<file path="src/rtl/rau_pkg.sv">
// Package for the rational arithmetic unit: widths, operation and status codes,
// and sequencer state type. No dependencies.
package rau_pkg;
   localparam int VALUE_WIDTH = 32;
   localparam int DEN_WIDTH   = VALUE_WIDTH - 1;
   localparam int WIDE_WIDTH  = 2 * VALUE_WIDTH;
   localparam int CNT_WIDTH   = $clog2(WIDE_WIDTH + 1);

   typedef enum logic [1:0] {
      OP_ADD = 2'd0,
      OP_SUB = 2'd1,
      OP_MUL = 2'd2,
      OP_DIV = 2'd3
   } op_type;

   typedef enum logic [1:0] {
      ST_OK   = 2'd0,
      ST_OVF  = 2'd1,
      ST_DIVZ = 2'd2
   } status_type;

   typedef enum logic [3:0] {
      S_IDLE,
      S_MUL1,
      S_MUL2,
      S_MUL3,
      S_SUM,
      S_MAG,
      S_GCD_START,
      S_GCD_WAIT,
      S_DIVN_START,
      S_DIVN_WAIT,
      S_DIVD_START,
      S_DIVD_WAIT,
      S_CHECK,
      S_DONE
   } state_type;
endpackage

</file>
<file path="src/rtl/rau_divider.sv">
// Shared restoring divider: one quotient bit per cycle over WIDE_WIDTH-bit operands.
// Depends on rau_pkg.
module rau_divider (
   input  logic                           clock,
   input  logic                           reset,
   input  logic                           start,
   input  logic [rau_pkg::WIDE_WIDTH-1:0] dividend,
   input  logic [rau_pkg::WIDE_WIDTH-1:0] divisor,
   output logic                           busy,
   output logic [rau_pkg::WIDE_WIDTH-1:0] quotient
);
   logic [rau_pkg::WIDE_WIDTH-1:0] quo_ff, quo_in;
   logic [rau_pkg::WIDE_WIDTH-1:0] rem_ff, rem_in;
   logic [rau_pkg::WIDE_WIDTH-1:0] dvs_ff, dvs_in;
   logic [rau_pkg::CNT_WIDTH-1:0]  cnt_ff, cnt_in;
   logic                           busy_ff, busy_in;
   logic [rau_pkg::WIDE_WIDTH:0]   trial;
   logic [rau_pkg::WIDE_WIDTH:0]   diff;

   // Shift one dividend bit into the partial remainder and try a subtract
   always_comb begin
      quo_in  = quo_ff;
      rem_in  = rem_ff;
      dvs_in  = dvs_ff;
      cnt_in  = cnt_ff;
      busy_in = busy_ff;
      trial   = {rem_ff, quo_ff[rau_pkg::WIDE_WIDTH-1]};
      diff    = trial - {1'b0, dvs_ff};
      if (start) begin
         quo_in  = dividend;
         rem_in  = '0;
         dvs_in  = divisor;
         cnt_in  = rau_pkg::CNT_WIDTH'(rau_pkg::WIDE_WIDTH);
         busy_in = 1'b1;
      end else if (busy_ff) begin
         if (!diff[rau_pkg::WIDE_WIDTH]) begin
            rem_in = diff[rau_pkg::WIDE_WIDTH-1:0];
            quo_in = {quo_ff[rau_pkg::WIDE_WIDTH-2:0], 1'b1};
         end else begin
            rem_in = trial[rau_pkg::WIDE_WIDTH-1:0];
            quo_in = {quo_ff[rau_pkg::WIDE_WIDTH-2:0], 1'b0};
         end
         cnt_in = cnt_ff - 1'b1;
         if (cnt_ff == rau_pkg::CNT_WIDTH'(1)) busy_in = 1'b0;
      end
   end

   always_ff @(posedge clock) begin
      if (reset) begin
         busy_ff <= 1'b0;
         cnt_ff  <= '0;
      end else begin
         busy_ff <= busy_in;
         cnt_ff  <= cnt_in;
      end
      quo_ff <= quo_in;
      rem_ff <= rem_in;
      dvs_ff <= dvs_in;
   end

   assign busy      = busy_ff;
   assign quotient  = quo_ff;
endmodule

</file>
<file path="config.mk">
export PLATFORM = sky130hd
export DESIGN_NAME = rau_divider
export DESIGN_NICKNAME = d
export VERILOG_FILES = /design/src/rtl/rau_pkg.sv /design/src/rtl/rau_divider.sv
export SDC_FILE = /design/constraint.sdc
export NUM_CORES = 1
export LEC_CHECK = 0
export ABC_AREA = 1
export BUFFER_PORTS_ARGS = -buffer_cell sky130_fd_sc_hd__buf_2
export CAP_MARGIN = 10
export CORE_ASPECT_RATIO = 0.75
export CORE_MARGIN = 4
export CORE_UTILIZATION = 54
export CTS_CLUSTER_DIAMETER = 120
export DETAILED_ROUTE_END_ITERATION = 8
export GPL_ROUTABILITY_DRIVEN = 0
export PLACE_DENSITY_LB_ADDON = 0.3
export RECOVER_POWER = 25
export SLEW_MARGIN = 20
export SYNTH_ARGS = -nofsm -noshare
export SYNTH_HDL_FRONTEND = slang
export SYNTH_SLANG_ARGS = --single-unit
</file>
<file path="constraint.sdc">
create_clock -name clock -period 2.52 [get_ports clock]
set_input_delay 0.378 -clock clock [delete_from_list [all_inputs] [get_ports clock]]
set_output_delay 0.378 -clock clock [all_outputs]
set_load 0.005 [all_outputs]
</file>
==> flow_metrics.env <==
export IMPL_wl_per_cell_um=15.1
export IMPL_postRouteAntennaNets=0
export IMPL_slew_violations=82
export IMPL_cts_tree="built"
export IMPL_die_width_um=197
export IMPL_critical_path_startpoint_type="register"
export IMPL_post_route_drc_count=0
export IMPL_tns_ps=-4180
export IMPL_antennaDiodeCount=0
export IMPL_vias=14800
export IMPL_grt_max_degree=82
export IMPL_nets=2746
export IMPL_gr_total_overflow=0
export IMPL_synth_cells=2312
export IMPL_tightest_slew_ps=1850
export IMPL_async_reset_ff_share_pct=0
export IMPL_finalCriticalPeriod_ps=2650
export IMPL_dieArea_um2=29600
export IMPL_grt_pass1_wl_mm=65.5
export IMPL_yosysSeqAreaShare_pct=36.4
export IMPL_timing_slew_headroom_pct=-23.3
export IMPL_path_common_cell="nand2_1"
export IMPL_synth_top_area_share_pct=27.9
export IMPL_violations="max-capacitance violations, max-slew violations, negative setup slack"
export IMPL_critical_path_arrival_ps=2990
export IMPL_ys_ff_latch=200
export IMPL_grt_pass1_vias=13200
export IMPL_numCtsBuffers=17
export IMPL_drive_above_1_share_pct=15.8
export IMPL_critPathCaptureType="register"
export IMPL_critical_path_slowest_cell="ha_1"
export IMPL_viasPerCell=5.10
export IMPL_rsz0062_at_grt="yes"
export IMPL_core_um2=26200
export IMPL_skew_ps=24.6
export IMPL_netlist_top_cells_area="nand2_1, edfxtp_1, inv_1, dfxtp_1, ha_1"
export IMPL_first_pass_iters=6
export IMPL_grt_use_met1_pct=37.6
export IMPL_path_class="reg -> reg"
export IMPL_syn_to_final_growth_pct=20.1
export IMPL_start_util_pct=55.4
export IMPL_drtIter0Drc=1917
export IMPL_holdBufCountCts=0
export IMPL_min_path_type="in -> reg"
export IMPL_synth_main_ff_cell="edfxtp_1"
export IMPL_crit_family="simple AND/OR/NAND/NOR gates"
export IMPL_fmax_mhz=378
export IMPL_postLayoutCoreUtil_pct=66.5
export IMPL_synth_cell_types=36
export IMPL_dp_slack_ps=-86.8
export IMPL_clk_latency_ps=460
export IMPL_ir_drop_uv=489
export IMPL_yosysWarnings=0
export IMPL_syn_num_nets=2510
export IMPL_placed_cells=2851
export IMPL_syn_cell_area_um2=14500
export IMPL_hold_viol_final=0
export IMPL_die_height_um=150
export IMPL_cp_required_ps=2870
export IMPL_setup_slack_ps=-126
export IMPL_clk_path_buf_depth=2
export IMPL_p_leak_nw=10.0
export IMPL_htreeDepth=4
export IMPL_outcome="finished, violations left"
export IMPL_use_met2_pct=42.6
export IMPL_fin_crit_sh_pct=105
export IMPL_syn_area_per_cell_um2=6.28
export IMPL_instances_no_fill=2905
export IMPL_power_density_nw_per_um2=439
export IMPL_yosys_area_top_type="nand2_1"
export IMPL_busiest_layer="met2"
export IMPL_path_max_fanout=8
export IMPL_cts_num_sinks=200
export IMPL_fill_cells=2276
export IMPL_io_buffers=195
export IMPL_drt_wl_total_mm=44.0
export IMPL_clk_pin_slew_ps=90
export IMPL_track_usage_pct=27.4
export IMPL_cts_root_buf="clkbuf_16"
export IMPL_setup_viol=61
export IMPL_rows=51
export IMPL_fin_area_um2=17400
export IMPL_grtUsageMet3_pct=9.23
export IMPL_hpwlAfterDp_mm=31.8
export IMPL_synth_edff_count=128
export IMPL_max_cap_violations=1
export IMPL_crit_buf_inv=2
export IMPL_path_cells="inv_1 -> ha_1 -> nand2_1 -> nor2_1 -> nand2_1 -> nor4_4 -> nand2_4 -> nand2_8 -> nand2_8 -> nand2_8 -> clkbuf_16 -> nand2_1 -> nand3_1 -> nand2_1"
export IMPL_cpPeakStageDelay_ps=370
export IMPL_antenna_found_initial=1
export IMPL_placed_area_um2=16100
export IMPL_io_pins=196
## cells in the mapped netlist, types with 7 or more instances
library cell  instances
nand2_2              19
nand2_1            1080
edfxtp_1            128
ha_1                 66
xnor2_1              26
dfxtp_1              72
a21oi_1              46
inv_1               521
o21ai_0              16
buf_6                 9
clkbuf_1             23
nor3_1               15
nand4_1               8
nand3_1             122
nor2_1              113
nor2_2                7
## per-stage QoR
| stage | total power [mW] | hold slack (ps) |
|---|---|---|
| after global placement | 4.90 | 459 |
| after CTS | 7.66 | 74.4 |
| after global routing | 7.99 | 66.4 |
| after floorplan | 4.47 | 449 |
| after detailed placement | 4.92 | 466 |
| final | 7.66 | 86.7 |
## cells in the final DEF, fill, tap and decap left out, types with 7 or more instances in the layout
cell type,n
nand2_1,1035
a21oi_1,44
nand4_1,8
edfxtp_1,128
dfxtp_1,72
nand2_8,7
ha_1,62
clkbuf_16,27
nand3_2,8
nor3_1,13
xnor2_1,26
buf_2,193
nand2_2,59
nand3_1,113
nor2_4,8
o21ai_0,8
nor2_1,103
inv_1,517
nor2_2,11
buf_4,40
## power by group
group | switching [mW] | internal [mW] | leakage, nW
Sequential | 0.0934 | 3.72 | 1.86
Clock | 1.42 | 1.33 | 0.280
Combinational | 0.683 | 0.412 | 7.88
Total | 2.19 | 5.47 | 10.0
## state kept, by name (all words and copies together), names as in the netlist
name,cells
rem_ff,64
busy,1
cnt_ff,7
dvs_ff,64
quotient,64
## cells by family (layout without fill, tap and decap cells)
| group | Yosys count | after routing | share of synthesized area (%) |
|---|---|---|---|
| flip-flops | 200 | 200 | 36.4 |
| AND/OR/NAND/NOR | 1383 | 1385 | 38.3 |
| adder cells (fa/ha/maj) | 67 | 67 | 5.83 |
| XOR/XNOR | 31 | 31 | 1.87 |
| buffers and inverters | 565 | 812 | 15.2 |
| AO/OA/AOI/OAI | 66 | 66 | 2.36 |
## timing repair
action	4_1_cts	5_1_grt
gates resized for setup	9	97
cloned	2	15
setup endpoints to repair	65	65
pin swaps	0	48
buffers inserted	0	5
## path summary, 6_finish.rpt
kind         startpoint         end  slack [ps]  cells past startpoint
max          dvs_ff[58]  rem_ff[11]        -130                     14
min          divisor[5]   dvs_ff[5]          90                      1
max reg2reg  dvs_ff[58]  rem_ff[11]        -130                     14
min reg2reg  rem_ff[52]  rem_ff[52]         480                      2
## worst register-to-register path: stages, from the launching register on
cell	delay [ps]
edfxtp_1	350
inv_1	50
ha_1	370
nand2_1	120
nor2_1	270
nand2_1	210
nor4_4	250
nand2_4	150
nand2_8	130
nand2_8	80
nand2_8	160
clkbuf_16	190
nand2_1	70
nand3_1	100
nand2_1	60
## area by class of cell
cell class                      count  area (µm²)  area share [%]
Multi-Input combinational cell   1549        7420            42.6
Inverter                          524        1970            11.3
Tap cell                          344         430            2.47
Clock buffer                       19         433            2.48
Timing Repair Buffer              256        1740            9.97
Sequential cell                   200        5290            30.3
Clock inverter                     13         155           0.890
## per-layer routing
metal  routed length (µm)  vias up
met1                18500     6666
met4                 1130        4
li1                     -     7343
met2                18800      713
met5                   20        -
met3                 5510      102
No activity file was read; power rests on OpenSTA's default activity.
